[src/hw/rtl/rorp_pkg.sv]
// shared constants, types and codes of the ring-ordered region planner
package rorp_pkg;

  localparam int TILES_PER_REGION = 64;
  localparam int MAX_REGION_COORD = 255;
  localparam int REGION_AXIS      = 256;
  localparam int MAX_PLAN_ENTRIES = 64;

  localparam int TILE_W  = 14;
  localparam int RAD_W   = 8;
  localparam int LIM_W   = 7;
  localparam int OUT_W   = 8;
  localparam int CFG_IDX_W  = 3;
  localparam int CFG_DATA_W = 8;
  localparam int RC_W    = (MAX_REGION_COORD > 1) ? $clog2(MAX_REGION_COORD + 1) : 1;
  localparam int CNT_W   = $clog2(MAX_PLAN_ENTRIES + 1);
  localparam int AW      = TILE_W + 1;

  localparam int QUEUE_DEPTH = 2;

  localparam logic [CFG_IDX_W-1:0] CFG_SCENE_RADIUS    = 3'd0;
  localparam logic [CFG_IDX_W-1:0] CFG_PRELOAD_RADIUS  = 3'd1;
  localparam logic [CFG_IDX_W-1:0] CFG_CPU_CHUNK_LIMIT = 3'd2;
  localparam logic [CFG_IDX_W-1:0] CFG_GPU_CHUNK_LIMIT = 3'd3;
  localparam logic [CFG_IDX_W-1:0] CFG_OUTPUT_CAPACITY = 3'd4;

  typedef struct packed {
    logic [RAD_W-1:0] scene_radius;
    logic [RAD_W-1:0] preload_radius;
    logic [LIM_W-1:0] cpu_chunk_limit;
    logic [LIM_W-1:0] gpu_chunk_limit;
    logic [LIM_W-1:0] output_capacity;
  } rorp_cfg_t;

  typedef struct packed {
    logic             err;
    logic [RC_W-1:0]  cx;
    logic [RC_W-1:0]  cy;
    logic [RC_W-1:0]  x0;
    logic [RC_W-1:0]  y0;
    logic [RC_W-1:0]  x1;
    logic [RC_W-1:0]  y1;
    logic [CNT_W-1:0] count;
  } rorp_job_t;

  typedef enum logic [1:0] {
    BK_IDLE,
    BK_ERR,
    BK_SCAN
  } bk_state_e;

endpackage

[src/hw/rtl/rorp_if.sv]
// request and plan entry channel interfaces
interface rorp_in_if;
  logic                       valid;
  logic                       ready;
  logic [rorp_pkg::TILE_W-1:0] tile_col;
  logic [rorp_pkg::TILE_W-1:0] tile_row;

  modport source (output valid, output tile_col, output tile_row, input ready);
  modport sink   (input valid, input tile_col, input tile_row, output ready);
endinterface

interface rorp_out_if;
  logic                      valid;
  logic                      ready;
  logic [rorp_pkg::OUT_W-1:0] region_col;
  logic [rorp_pkg::OUT_W-1:0] region_row;
  logic                      plan_error;
  logic                      last_entry;

  modport source (output valid, output region_col, output region_row,
                  output plan_error, output last_entry, input ready);
  modport sink   (input valid, input region_col, input region_row,
                  input plan_error, input last_entry, output ready);
endinterface

[src/hw/rtl/rorp_front.sv]
// request intake: center region, radius, box clipping and limit check
module rorp_front (
  input  logic                clk_i,
  input  logic                rst_ni,
  rorp_in_if.sink             in_ch,
  input  rorp_pkg::rorp_cfg_t cfg_i,
  output rorp_pkg::rorp_job_t job_o,
  output logic                job_valid_o,
  input  logic                job_ready_i
);
  import rorp_pkg::*;

  logic             a_valid_q, a_valid_d;
  logic             b_valid_q, b_valid_d;
  logic [TILE_W-1:0] cx_q, cy_q;
  logic [RAD_W-1:0]  rad_q;
  logic [LIM_W-1:0]  lim_q, lim_b_q;
  logic             err_b_q;
  logic [RC_W-1:0]  bcx_q, bcy_q, x0_q, y0_q, x1_q, y1_q;

  logic             acc, a_free, b_free;
  logic [LIM_W-1:0] lim_in, lim_t0, lim_t1;
  logic [RAD_W-1:0] rad_in;
  logic [AW-1:0]    cxw, cyw, rw, xlo, ylo, xsum, ysum, xhi, yhi;
  logic             err_a;
  logic [RC_W:0]    w, h;
  logic [2*RC_W+1:0] cnt;

  assign b_free      = !b_valid_q || job_ready_i;
  assign a_free      = !a_valid_q || b_free;
  assign in_ch.ready = a_free;
  assign acc         = in_ch.valid && a_free;

  // limit and radius from registers
  always_comb begin
    lim_t0 = (cfg_i.output_capacity < cfg_i.cpu_chunk_limit) ?
             cfg_i.output_capacity : cfg_i.cpu_chunk_limit;
    lim_t1 = (lim_t0 < cfg_i.gpu_chunk_limit) ? lim_t0 : cfg_i.gpu_chunk_limit;
    lim_in = (lim_t1 < LIM_W'(MAX_PLAN_ENTRIES)) ? lim_t1 : LIM_W'(MAX_PLAN_ENTRIES);
    rad_in = (cfg_i.scene_radius > cfg_i.preload_radius) ?
             cfg_i.scene_radius : cfg_i.preload_radius;
  end

  // clipping
  always_comb begin
    cxw   = AW'(cx_q);
    cyw   = AW'(cy_q);
    rw    = AW'(rad_q);
    xlo   = (cxw > rw) ? cxw - rw : '0;
    ylo   = (cyw > rw) ? cyw - rw : '0;
    xsum  = cxw + rw;
    ysum  = cyw + rw;
    xhi   = (xsum > AW'(MAX_REGION_COORD)) ? AW'(MAX_REGION_COORD) : xsum;
    yhi   = (ysum > AW'(MAX_REGION_COORD)) ? AW'(MAX_REGION_COORD) : ysum;
    err_a = (cxw > AW'(MAX_REGION_COORD)) || (cyw > AW'(MAX_REGION_COORD)) ||
            (rw >= AW'(REGION_AXIS)) || (lim_q == '0);
  end

  // box size
  always_comb begin
    w   = {1'b0, x1_q} - {1'b0, x0_q} + (RC_W+1)'(1);
    h   = {1'b0, y1_q} - {1'b0, y0_q} + (RC_W+1)'(1);
    cnt = (2*RC_W+2)'(w) * (2*RC_W+2)'(h);
  end

  always_comb begin
    job_o.err   = err_b_q || (cnt > (2*RC_W+2)'(lim_b_q));
    job_o.cx    = bcx_q;
    job_o.cy    = bcy_q;
    job_o.x0    = x0_q;
    job_o.y0    = y0_q;
    job_o.x1    = x1_q;
    job_o.y1    = y1_q;
    job_o.count = cnt[CNT_W-1:0];
  end
  assign job_valid_o = b_valid_q;

  always_comb begin
    a_valid_d = acc ? 1'b1 : (b_free ? 1'b0 : a_valid_q);
    b_valid_d = (a_valid_q && b_free) ? 1'b1 : (job_ready_i ? 1'b0 : b_valid_q);
  end

  always_ff @(posedge clk_i or negedge rst_ni) begin
    if (!rst_ni) begin
      a_valid_q <= 1'b0;
      b_valid_q <= 1'b0;
    end else begin
      a_valid_q <= a_valid_d;
      b_valid_q <= b_valid_d;
    end
  end

  always_ff @(posedge clk_i) begin
    if (acc) begin
      cx_q  <= TILE_W'(in_ch.tile_col / TILES_PER_REGION);
      cy_q  <= TILE_W'(in_ch.tile_row / TILES_PER_REGION);
      rad_q <= rad_in;
      lim_q <= lim_in;
    end
    if (a_valid_q && b_free) begin
      err_b_q <= err_a;
      lim_b_q <= lim_q;
      bcx_q   <= cxw[RC_W-1:0];
      bcy_q   <= cyw[RC_W-1:0];
      x0_q    <= xlo[RC_W-1:0];
      y0_q    <= ylo[RC_W-1:0];
      x1_q    <= xhi[RC_W-1:0];
      y1_q    <= yhi[RC_W-1:0];
    end
  end

endmodule

[src/hw/rtl/rorp_queue.sv]
// small job queue between intake and ring scan
module rorp_queue #(
  parameter int DEPTH = rorp_pkg::QUEUE_DEPTH
) (
  input  logic                clk_i,
  input  logic                rst_ni,
  input  logic                push_i,
  input  rorp_pkg::rorp_job_t data_i,
  output logic                ready_o,
  output logic                valid_o,
  output rorp_pkg::rorp_job_t data_o,
  input  logic                pop_i
);
  import rorp_pkg::*;

  localparam int PTR_W = (DEPTH > 1) ? $clog2(DEPTH) : 1;
  localparam int FILL_W = $clog2(DEPTH + 1);

  rorp_job_t         mem_q [DEPTH];
  logic [PTR_W-1:0]  wr_q, wr_d, rd_q, rd_d;
  logic [FILL_W-1:0] fill_q, fill_d;
  logic              do_push, do_pop;

  assign ready_o = (fill_q != FILL_W'(DEPTH));
  assign valid_o = (fill_q != '0);
  assign data_o  = mem_q[rd_q];
  assign do_push = push_i && ready_o;
  assign do_pop  = pop_i && valid_o;

  always_comb begin
    wr_d   = do_push ? ((wr_q == PTR_W'(DEPTH - 1)) ? '0 : wr_q + PTR_W'(1)) : wr_q;
    rd_d   = do_pop  ? ((rd_q == PTR_W'(DEPTH - 1)) ? '0 : rd_q + PTR_W'(1)) : rd_q;
    fill_d = fill_q + FILL_W'(do_push) - FILL_W'(do_pop);
  end

  always_ff @(posedge clk_i or negedge rst_ni) begin
    if (!rst_ni) begin
      wr_q   <= '0;
      rd_q   <= '0;
      fill_q <= '0;
    end else begin
      wr_q   <= wr_d;
      rd_q   <= rd_d;
      fill_q <= fill_d;
    end
  end

  always_ff @(posedge clk_i) begin
    if (do_push) begin
      mem_q[wr_q] <= data_i;
    end
  end

endmodule

[src/hw/rtl/rorp_back.sv]
// ring scan over the clipped box and plan entry output register
module rorp_back (
  input  logic                clk_i,
  input  logic                rst_ni,
  input  logic                job_valid_i,
  input  rorp_pkg::rorp_job_t job_i,
  output logic                job_pop_o,
  rorp_out_if.source          out_ch
);
  import rorp_pkg::*;

  bk_state_e        state_q, state_d;
  rorp_job_t        job_q;
  logic [RC_W-1:0]  x_q, y_q, dist_q;
  logic [CNT_W-1:0] emitted_q;
  logic             out_valid_q;
  logic [OUT_W-1:0] col_q, row_q;
  logic             err_q, last_q;

  logic             slot_free, hit, last_hit, emit, emit_err, step;
  logic [RC_W-1:0]  dx, dy, dmax;
  logic [RC_W+OUT_W-1:0] x_ext, y_ext;

  assign slot_free = !out_valid_q || out_ch.ready;

  always_comb begin
    dx       = (x_q > job_q.cx) ? x_q - job_q.cx : job_q.cx - x_q;
    dy       = (y_q > job_q.cy) ? y_q - job_q.cy : job_q.cy - y_q;
    dmax     = (dx > dy) ? dx : dy;
    hit      = (dmax == dist_q);
    last_hit = ({1'b0, emitted_q} + (CNT_W+1)'(1)) == {1'b0, job_q.count};
    x_ext    = (RC_W+OUT_W)'(x_q);
    y_ext    = (RC_W+OUT_W)'(y_q);
  end

  always_comb begin
    state_d = state_q;
    unique case (state_q)
      BK_IDLE: if (job_valid_i) state_d = job_i.err ? BK_ERR : BK_SCAN;
      BK_ERR:  if (slot_free) state_d = BK_IDLE;
      BK_SCAN: if (hit && slot_free && last_hit) state_d = BK_IDLE;
      default: state_d = BK_IDLE;
    endcase
  end

  always_comb begin
    job_pop_o = 1'b0;
    emit      = 1'b0;
    emit_err  = 1'b0;
    step      = 1'b0;
    unique case (state_q)
      BK_IDLE: job_pop_o = job_valid_i;
      BK_ERR: begin
        emit     = slot_free;
        emit_err = 1'b1;
      end
      BK_SCAN: begin
        emit = hit && slot_free;
        step = !hit || slot_free;
      end
      default: ;
    endcase
  end

  always_ff @(posedge clk_i or negedge rst_ni) begin
    if (!rst_ni) begin
      state_q     <= BK_IDLE;
      out_valid_q <= 1'b0;
    end else begin
      state_q <= state_d;
      if (emit) begin
        out_valid_q <= 1'b1;
      end else if (out_ch.ready) begin
        out_valid_q <= 1'b0;
      end
    end
  end

  always_ff @(posedge clk_i) begin
    if (job_pop_o) begin
      job_q     <= job_i;
      x_q       <= job_i.x0;
      y_q       <= job_i.y0;
      dist_q    <= '0;
      emitted_q <= '0;
    end else if (step) begin
      if (x_q == job_q.x1) begin
        x_q <= job_q.x0;
        if (y_q == job_q.y1) begin
          y_q    <= job_q.y0;
          dist_q <= dist_q + RC_W'(1);
        end else begin
          y_q <= y_q + RC_W'(1);
        end
      end else begin
        x_q <= x_q + RC_W'(1);
      end
      if (emit) begin
        emitted_q <= emitted_q + CNT_W'(1);
      end
    end
    if (emit) begin
      col_q  <= emit_err ? '0 : x_ext[OUT_W-1:0];
      row_q  <= emit_err ? '0 : y_ext[OUT_W-1:0];
      err_q  <= emit_err;
      last_q <= emit_err || last_hit;
    end
  end

  assign out_ch.valid      = out_valid_q;
  assign out_ch.region_col = col_q;
  assign out_ch.region_row = row_q;
  assign out_ch.plan_error = err_q;
  assign out_ch.last_entry = last_q;

  a_emit_below_count: assert property (@(posedge clk_i) disable iff (!rst_ni)
    (state_q == BK_SCAN) |-> (emitted_q < job_q.count))
    else $error("scan emitted count reached job size");

  a_scan_in_box: assert property (@(posedge clk_i) disable iff (!rst_ni)
    (state_q == BK_SCAN) |-> (x_q >= job_q.x0 && x_q <= job_q.x1 &&
                              y_q >= job_q.y0 && y_q <= job_q.y1))
    else $error("scan position left the clipped box");

  a_error_alone: assert property (@(posedge clk_i) disable iff (!rst_ni)
    (out_valid_q && err_q) |-> (last_q && col_q == '0 && row_q == '0))
    else $error("error entry not marked last or not zero");

  a_last_ends_job: assert property (@(posedge clk_i) disable iff (!rst_ni)
    (emit && !emit_err && last_hit) |=> (state_q == BK_IDLE))
    else $error("scan continued past last entry");

endmodule

[src/hw/rtl/ring_ordered_region_planner.sv]
// ring-ordered region planner top level: config registers, intake, queue, ring scan
//
//   channel  dir  handshake          payload
//   in_ch    in   valid/ready        tile_col[13:0], tile_row[13:0]
//   out_ch   out  valid/ready        region_col[7:0], region_row[7:0], plan_error, last_entry
//   cfg      in   cfg_we_i           cfg_idx_i[2:0], cfg_data_i[7:0]
//
// intake holds a request in stage A, then stage B, then it waits in a QUEUE_DEPTH-entry queue
// the ring scan visits one box cell per cycle while the output register takes entries, sweeping
// all box cells once per ring distance from 0 to maxdist; the job is popped first, in idle
// a rejected request holds the scan for the job pop and then the error entry
// reset clears the valid bits and loads register defaults, no clearing pass
// a full output register stalls the scan; a full queue stalls intake and in_ch.ready
module ring_ordered_region_planner #(
  parameter int QUEUE_DEPTH = rorp_pkg::QUEUE_DEPTH
) (
  input  logic                              clk_i,
  input  logic                              rst_ni,
  rorp_in_if.sink                           in_ch,
  rorp_out_if.source                        out_ch,
  input  logic                              cfg_we_i,
  input  logic [rorp_pkg::CFG_IDX_W-1:0]    cfg_idx_i,
  input  logic [rorp_pkg::CFG_DATA_W-1:0]   cfg_data_i
);
  import rorp_pkg::*;

  rorp_cfg_t cfg_q, cfg_d;
  rorp_job_t f_job, q_job;
  logic      f_valid, q_ready, q_valid, q_pop;

  always_comb begin
    cfg_d = cfg_q;
    if (cfg_we_i) begin
      case (cfg_idx_i)
        CFG_SCENE_RADIUS:    cfg_d.scene_radius    = cfg_data_i[RAD_W-1:0];
        CFG_PRELOAD_RADIUS:  cfg_d.preload_radius  = cfg_data_i[RAD_W-1:0];
        CFG_CPU_CHUNK_LIMIT: cfg_d.cpu_chunk_limit = cfg_data_i[LIM_W-1:0];
        CFG_GPU_CHUNK_LIMIT: cfg_d.gpu_chunk_limit = cfg_data_i[LIM_W-1:0];
        CFG_OUTPUT_CAPACITY: cfg_d.output_capacity = cfg_data_i[LIM_W-1:0];
        default: ;
      endcase
    end
  end

  always_ff @(posedge clk_i or negedge rst_ni) begin
    if (!rst_ni) begin
      cfg_q.scene_radius    <= RAD_W'(1);
      cfg_q.preload_radius  <= RAD_W'(1);
      cfg_q.cpu_chunk_limit <= LIM_W'(64);
      cfg_q.gpu_chunk_limit <= LIM_W'(64);
      cfg_q.output_capacity <= LIM_W'(64);
    end else begin
      cfg_q <= cfg_d;
    end
  end

  rorp_front u_front (
    .clk_i       (clk_i),
    .rst_ni      (rst_ni),
    .in_ch       (in_ch),
    .cfg_i       (cfg_q),
    .job_o       (f_job),
    .job_valid_o (f_valid),
    .job_ready_i (q_ready)
  );

  rorp_queue #(
    .DEPTH (QUEUE_DEPTH)
  ) u_queue (
    .clk_i   (clk_i),
    .rst_ni  (rst_ni),
    .push_i  (f_valid),
    .data_i  (f_job),
    .ready_o (q_ready),
    .valid_o (q_valid),
    .data_o  (q_job),
    .pop_i   (q_pop)
  );

  rorp_back u_back (
    .clk_i       (clk_i),
    .rst_ni      (rst_ni),
    .job_valid_i (q_valid),
    .job_i       (q_job),
    .job_pop_o   (q_pop),
    .out_ch      (out_ch)
  );

endmodule
[src/flat_wrapper.sv]
// flat-port wrapper written by rule: the top's interface ports become plain ports
module ring_ordered_region_planner_flat import rorp_pkg::*;
#(
  parameter int QUEUE_DEPTH = rorp_pkg::QUEUE_DEPTH
)
  (clk_i, rst_ni, cfg_we_i, cfg_idx_i, cfg_data_i, in_ch_valid, in_ch_tile_col, in_ch_tile_row, in_ch_ready, out_ch_valid, out_ch_region_col, out_ch_region_row, out_ch_plan_error, out_ch_last_entry, out_ch_ready);
  rorp_in_if in_ch_i ();
  rorp_out_if out_ch_i ();
  input  logic clk_i;
  input  logic rst_ni;
  input  logic cfg_we_i;
  input  logic [rorp_pkg::CFG_IDX_W-1:0] cfg_idx_i;
  input  logic [rorp_pkg::CFG_DATA_W-1:0] cfg_data_i;
  input wire logic [$bits(in_ch_i.valid)-1:0] in_ch_valid;
  input wire logic [$bits(in_ch_i.tile_col)-1:0] in_ch_tile_col;
  input wire logic [$bits(in_ch_i.tile_row)-1:0] in_ch_tile_row;
  output wire logic [$bits(in_ch_i.ready)-1:0] in_ch_ready;
  output wire logic [$bits(out_ch_i.valid)-1:0] out_ch_valid;
  output wire logic [$bits(out_ch_i.region_col)-1:0] out_ch_region_col;
  output wire logic [$bits(out_ch_i.region_row)-1:0] out_ch_region_row;
  output wire logic [$bits(out_ch_i.plan_error)-1:0] out_ch_plan_error;
  output wire logic [$bits(out_ch_i.last_entry)-1:0] out_ch_last_entry;
  input wire logic [$bits(out_ch_i.ready)-1:0] out_ch_ready;
  assign in_ch_i.valid = in_ch_valid;
  assign in_ch_i.tile_col = in_ch_tile_col;
  assign in_ch_i.tile_row = in_ch_tile_row;
  assign in_ch_ready = in_ch_i.ready;
  assign out_ch_valid = out_ch_i.valid;
  assign out_ch_region_col = out_ch_i.region_col;
  assign out_ch_region_row = out_ch_i.region_row;
  assign out_ch_plan_error = out_ch_i.plan_error;
  assign out_ch_last_entry = out_ch_i.last_entry;
  assign out_ch_i.ready = out_ch_ready;
  ring_ordered_region_planner #(.QUEUE_DEPTH(QUEUE_DEPTH)) u_core (.clk_i(clk_i), .rst_ni(rst_ni), .in_ch(in_ch_i), .out_ch(out_ch_i), .cfg_we_i(cfg_we_i), .cfg_idx_i(cfg_idx_i), .cfg_data_i(cfg_data_i));
endmodule
[config.mk]
export PLATFORM = sky130hd
export DESIGN_NAME = ring_ordered_region_planner_flat
export DESIGN_NICKNAME = d
export VERILOG_FILES = /design/src/hw/rtl/rorp_pkg.sv /design/src/hw/rtl/rorp_if.sv /design/src/hw/rtl/rorp_front.sv /design/src/hw/rtl/rorp_queue.sv /design/src/hw/rtl/rorp_back.sv /design/src/hw/rtl/ring_ordered_region_planner.sv /design/src/flat_wrapper.sv
export SDC_FILE = /design/constraint.sdc
export NUM_CORES = 1
export LEC_CHECK = 0
export BUFFER_PORTS_ARGS = -buffer_cell sky130_fd_sc_hd__buf_2
export CORE_MARGIN = 2
export CORE_UTILIZATION = 37
export DETAILED_ROUTE_END_ITERATION = 12
export GPL_TIMING_DRIVEN = 1
export PLACE_DENSITY = 0.52
export SLEW_MARGIN = 20
export SYNTH_ARGS = -nofsm -noshare
export SYNTH_HDL_FRONTEND = slang
export SYNTH_SLANG_ARGS = --single-unit
[constraint.sdc]
create_clock -name clk_i -period 17 [get_ports clk_i]
set_clock_uncertainty 0.1 [all_clocks]
set_input_delay 4.25 -clock clk_i [delete_from_list [all_inputs] [get_ports clk_i]]
set_output_delay 4.25 -clock clk_i [all_outputs]
set_load 0.02 [all_outputs]
==> impl_metrics.py, run 1 <==
metrics = {
    "status": {
        "status": "completed",
    },
    "synth": {
        "syn_inst": 1744,
        "synth_top_area_share": 0.422,
        "synth.distinct_cells": 78,
        "yosys_warnings": 0,
        "synth.area.top_cells": "edfxtp_1, ha_1, fa_1, mux2_2, dfrtp_1",
        "synth_most_common_cell": "edfxtp_1",
        "synth-seq-cells": 349,
        "netlist_area_um2": 20500,
        "ys.flop_type": "edfxtp_1",
        "yosys.area.top_type": "edfxtp_1",
        "synth_edf_count": 288,
        "synth.avg_cell_area_um2": 11.8,
        "syn_nets": 2022,
        "ys_seq_area_frac": 0.493,
        "async_flop_share": 0.132,
        "synthTopCellsByCount": "edfxtp_1, inv_1, ha_1, nor2_1, nand2_1",
    },
    "floorplanning": {
        "rows": 86,
        "die_h_um": 239,
        "fp.dieArea_um2": 57300,
        "die_x_um": 239,
        "core-area_um2": 54900,
        "start_util": 0.373,
        "io_pins": 64,
    },
    "routing": {
        "drc": 0,
        "vias": 12599,
        "drtIter0Drc": 661,
        "viasPerCell": 4.97,
        "drtAntennaViolNets": 0,
        "drt_first_pass_iters": 5,
        "routed_wl_um": 43200,
        "wl_per_cell_um": 17.0,
    },
    "worst_setup_path": {
        "cp-start-kind": "flop",
        "reg2regPathDepth": 29,
        "regToRegStartpoint": "u_core.u_front.y0_q[1]",
        "path_class": "reg2reg",
        "cp_max_fo": 9,
        "timing.rr.end": "u_core.u_queue.mem_q[0][55]",
        "endpoint_kind": "flop",
        "rrSetupSlack_ns": 8.77,
        "cp-startpoint": "u_core.u_front.y0_q[1]",
        "cpMaxStageDelayCell": "xor2_1",
        "crit_top_cell": "inv_1",
        "arrival_ns": 8.30,
        "slowest_delay_ns": 0.88,
        "crit_required_ns": 17.07,
    },
    "clock_tree": {
        "clk_pin_slew_ns": 0.06,
        "cts_buffers": 39,
        "cts_tree": "done",
        "h-tree-depth": 2,
        "clockRootBuffer": "clkbuf_16",
        "cts_hold_buf": 0,
        "cts_sinks": 349,
        "clkLatencyLatePin_ns": 0.55,
        "cts_setup_buffers": 0,
        "cts_resized": 0,
        "clockBufferDepth": 3,
    },
    "global_routing": {
        "met2_usage": 0.246,
        "grt_pass1_vias": 12884,
        "grt_max_degree": 59,
        "grt_busiest_layer": "met2",
        "grtUsageMet1": 0.212,
        "grt_pass1_wl_um": 69200,
        "grt_use_met3": 0.0217,
        "track_usage": 0.155,
        "grt-ovfl-total": 0,
        "antenna_found_initial": 0,
    },
    "hold_path": {
        "hp-class": "reg2reg",
        "worstHoldEndpoint": "u_core.u_front.lim_b_q[6]",
        "holdPathStages": 0,
        "worst_hold_startpoint": "u_core.u_front.lim_q[6]",
    },
    "sta": {
        "worst_pin_slew_ns": 1.16,
        "rsz0062_at_grt": "false",
        "max_freq_ghz": 0.122,
        "hold_viol_final": 0,
        "drv_slew": 0,
        "relSlewSlack": 0.219,
        "fin_crit_sh": 0.484,
        "tns_ns": 0,
        "final-setup-viol-count": 0,
        "min_period_ns": 8.23,
    },
    "finish": {
        "layout.nets": 2084,
        "final_cells": 2537,
        "fin_area_um2": 22800,
        "num_antenna_cells": 0,
        "area_growth_syn_to_layout_pct": 11.3,
        "drive_gt1_frac": 0.139,
    },
    "placed_design": {
        "placed_cell_area_um2": 21600,
        "hpwl_um": 32400,
        "place.gp.congestion": 0.886,
        "placed_cells": 2469,
        "io_buffers": 51,
    },
    "run": {
        "drv_cap": 0,
    },
}
-- cells by family (layout without fill, tap and decap cells) --
family / Yosys count / count (layout) / share of synthesized area
AOI/OAI and AO/OA: 273 / 273 / 0.0871
xor gates and xnor gates: 94 / 94 / 0.0409
adders and majority gates: 234 / 234 / 0.165
buffers and inverters: 250 / 339 / 0.0474
DFF: 349 / 349 / 0.493
muxes: 118 / 118 / 0.0634
and+or+nand+nor: 426 / 426 / 0.103
-- state kept, by name (all words and copies together) (netlist names), 7 cells and up --
register,count
u_core.u_front.y0_q,8
u_core.u_front.lim_b_q,7
u_core.u_back.y_q,8
u_core.u_front.lim_q,7
u_core.u_back.out_ch.region_col,8
u_core.u_front.x0_q,8
u_core.cfg_q,37
u_core.u_front.rad_q,8
u_core.u_front.cy_q,8
u_core.u_front.bcy_q,8
u_core.u_front.bcx_q,8
u_core.u_front.cx_q,8
u_core.u_front.y1_q,8
u_core.u_back.job_q,55
u_core.u_back.out_ch.region_row,8
u_core.u_back.emitted_q,7
u_core.u_front.x1_q,8
u_core.u_queue.mem_q,112
u_core.u_back.x_q,8
u_core.u_back.dist_q,8
-- worst max path at each step --
stage / depth (start not counted) / end
floorplan: 29 / u_core.u_queue.mem_q[0][55]
global route: 30 / u_core.u_queue.mem_q[1][55]
CTS: 30 / u_core.u_queue.mem_q[1][55]
finish: 29 / u_core.u_queue.mem_q[0][55]
detailed placement: 30 / u_core.u_queue.mem_q[0][55]
global placement: 30 / u_core.u_queue.mem_q[0][55]
-- worst max-delay path, delay by kind of cell, from the launching register on --
kind	cells	cell delay [ns]
fa+ha+maj	8	3.26
simple gates	6	1.01
flops	1	0.44
compound gates	7	1.55
xor+xnor	1	0.88
buf+inv	6	0.34
mux	1	0.25
-- layer usage --
metal / up-vias / wire length (um)
met2: 185 / 19500
met1: 6099 / 20800
met4: 0 / 1620
li1: 6242 / -
met5: - / 0
met3: 73 / 1330
-- layout by cell type (no fill, tap or decap), types with 51 or more instances in the layout --
| cell | count |
|---|---|
| buf_2 | 51 |
| mux2_2 | 95 |
| o21ai_0 | 69 |
| nor2_1 | 111 |
| edfxtp_1 | 288 |
| xnor2_1 | 51 |
| inv_1 | 207 |
| a21oi_1 | 71 |
| ha_1 | 174 |
| nand2_1 | 108 |
| fa_1 | 60 |
-- final cells by class --
type,instances,area [um^2]
tap,704,881
clock inverter,19,198
inverter,208,782
fill,5226,32100
multi-input combinational,1145,9440
timing repair buffer,63,345
sequential,349,10100
clock buffer,49,1060
-- through the flow --
step                      hold slack [ns]   util  setup slack, ns
after global placement              0.327  0.393             8.81
after global routing                0.343  0.416             8.38
after floorplan                     0.317      -            10.46
after CTS                           0.333  0.416             8.72
final                               0.331  0.416             8.77
after detailed placement            0.331  0.393             8.78
Power of run 1 is left out: the tool's default activity adds up to more than one toggle a clock period on the data nets, which glitch-free logic cannot reach.
==> run 2, diff against run 1 <==
ABC_AREA = 1   (was unset)
PLACE_DENSITY = 0.54   (was 0.52)
clock period = 6.6 ns   (was 17 ns; I/O delays follow)
==> impl_metrics.py, run 2 <==
metrics = {
    "clock_tree": {
        "cts_sinks": 349,
        "cts_hold_buf": 0,
        "cts_tree": "done",
        "cts_buffers": 39,
        "clkLatencyLatePin_ns": 0.56,
        "clockRootBuffer": "clkbuf_16",
        "clockBufferDepth": 3,
        "clk_pin_slew_ns": 0.06,
        "h-tree-depth": 2,
    },
    "synth": {
        "synth.area.top_cells": "edfxtp_1, nand2_1, ha_1, inv_1, fa_1",
        "yosys_warnings": 0,
        "yosys.area.top_type": "edfxtp_1",
        "syn_nets": 2502,
        "netlist_area_um2": 20800,
        "async_flop_share": 0.132,
        "ys.flop_type": "edfxtp_1",
        "synth.distinct_cells": 50,
        "synth_top_area_share": 0.415,
        "synth.avg_cell_area_um2": 9.36,
        "synth-seq-cells": 349,
        "ys_seq_area_frac": 0.485,
        "syn_inst": 2224,
        "synth_edf_count": 288,
        "synthTopCellsByCount": "nand2_1, inv_1, edfxtp_1, ha_1, nor2_1",
        "synth_most_common_cell": "nand2_1",
    },
    "finish": {
        "largest_register": "u_core.u_queue.mem_q",
        "most-common-layout-cells": "nand2_1, inv_1, edfxtp_1",
        "largest_reg_flops": 112,
        "num_antenna_cells": 0,
        "layout.nets": 2656,
        "area_growth_syn_to_layout_pct": 16.3,
        "top_regs": "u_core.u_queue.mem_q x112, u_core.u_back.job_q x55, u_core.cfg_q x37",
        "layout_commonest_cell": "nand2_1",
        "drive_gt1_frac": 0.148,
    },
    "routing": {
        "drtAntennaViolNets": 0,
        "drtIter0Drc": 812,
        "drc": 0,
        "viasPerCell": 4.63,
        "drt_first_pass_iters": 5,
        "wl_per_cell_um": 14.4,
        "vias": 14603,
        "routed.top_layer": "met4",
        "wl_met3_um": 1340,
        "routed_wl_um": 45500,
        "met2_wirelength_um": 21300,
        "wl_met1_um": 21500,
    },
    "worst_setup_path": {
        "reg2regPathDepth": 31,
        "cp-start-kind": "flop",
        "cpMaxStageDelayCell": "fa_1",
        "timing.rr.end": "u_core.u_queue.mem_q[0][55]",
        "regToRegStartpoint": "u_core.u_front.x0_q[1]",
        "arrival_ns": 6.73,
        "path_class": "reg2reg",
        "rrSetupSlack_ns": -0.03,
        "cp_max_fo": 3,
        "endpoint_kind": "flop",
        "slowest_delay_ns": 0.52,
        "crit_required_ns": 6.70,
    },
    "floorplanning": {
        "die_h_um": 241,
        "core-area_um2": 55400,
        "start_util": 0.376,
        "fp.dieArea_um2": 58200,
        "rows": 86,
        "io_pins": 64,
        "die_x_um": 241,
    },
    "status": {
        "status": "complete, but fails checks",
        "violations": "setup timing",
    },
    "placed_design": {
        "io_buffers": 51,
        "preCtsSetupSlack_ns": -0.515,
        "hpwl_um": 34300,
        "place.gp.congestion": 0.877,
    },
    "sta": {
        "tns_ns": -0.0597,
        "worst_pin_slew_ns": 1.04,
        "fin_crit_sh": 1.00,
        "rsz0062_at_grt": "true",
        "hold_viol_final": 0,
        "drv_slew": 0,
        "relSlewSlack": 0.303,
        "layout_setup_ws_ns": -0.0299,
        "min_period_ns": 6.63,
        "max_freq_ghz": 0.151,
        "final-setup-viol-count": 2,
    },
    "global_routing": {
        "grt_pass1_wl_um": 73700,
        "antenna_found_initial": 0,
        "grt-ovfl-total": 0,
        "grt_max_degree": 77,
        "grt_pass1_vias": 14365,
        "track_usage": 0.161,
    },
    "hold_path": {
        "worstHoldEndpoint": "u_core.u_front.lim_b_q[1]",
        "holdPathStages": 0,
        "worst_hold_startpoint": "u_core.u_front.lim_q[1]",
        "hp-class": "reg2reg",
    },
    "run": {
        "drv_cap": 0,
    },
}
==> run 2: metrics by stage <==
step | hold slack, ns | area [um^2] | utilization | cells
2_1_floorplan | 0.317 | 20800 | - | 2224
3_3_place_gp | 0.329 | 22500 | 0.406 | 3069
3_5_place_dp | 0.332 | 22500 | 0.406 | 3069
4_1_cts | 0.347 | 23900 | 0.431 | 3146
5_1_grt | 0.355 | 24200 | 0.437 | 3155
6_report | 0.345 | 24200 | 0.437 | 3155
==> run 2: metal layers <==
layer | GRT usage | vias to the layer above
met5 | 0 | -
met4 | 0.0565 | 0
met3 | 0.0192 | 73
met2 | 0.267 | 204
met1 | 0.217 | 6824
li1 | - | 7502
==> run 2: cell families after synthesis <==
group / share of synthesized area
buf+inv: 0.0765
compound gates: 0.0582
simple gates: 0.192
flops: 0.485
xor+xnor: 0.0252
fa+ha+maj: 0.162
==> run 2: worst max path at each step <==
stage	slack, ns	start	end
after floorplan	0.16	u_core.u_front.y1_q[3]	u_core.u_queue.mem_q[0][55]
after global placement	-0.46	u_core.u_front.y1_q[3]	u_core.u_queue.mem_q[0][55]
after detailed placement	-0.51	u_core.u_front.y1_q[3]	u_core.u_queue.mem_q[0][55]
after CTS	-0.04	u_core.u_front.x0_q[1]	u_core.u_queue.mem_q[0][55]
after global routing	-0.33	u_core.u_front.x1_q[2]	u_core.u_queue.mem_q[0][55]
final	-0.03	u_core.u_front.x0_q[1]	u_core.u_queue.mem_q[0][55]
==> run 2: timing repair <==
action / CTS / global route
buffers inserted: 7 / 12
gates resized for setup: 34 / 66
pin swaps: 15 / 68
setup endpoints to repair: 2 / 2
==> run 2: layout make-up <==
cell class | count | area, um^2
Timing Repair Buffer | 156 | 1050
Multi-Input combinational cell | 1457 | 9540
Fill cell | 5320 | 31200
Clock inverter | 17 | 128
Sequential cell | 349 | 10100
Inverter | 375 | 1410
Clock buffer | 53 | 1050
Tap cell | 748 | 936
==> run 2: worst max-delay path: cells and delay by family, from the launching register on <==
family,cells,cell delay (ns)
AO/OA/AOI/OAI,5,0.58
buffers and inverters,9,0.71
XOR/XNOR,2,0.34
adder cells (fa/ha/maj),8,3.12
AND/OR/NAND/NOR,7,1.02
flip-flops,1,0.41
Power of run 2 is left out for the same reason.
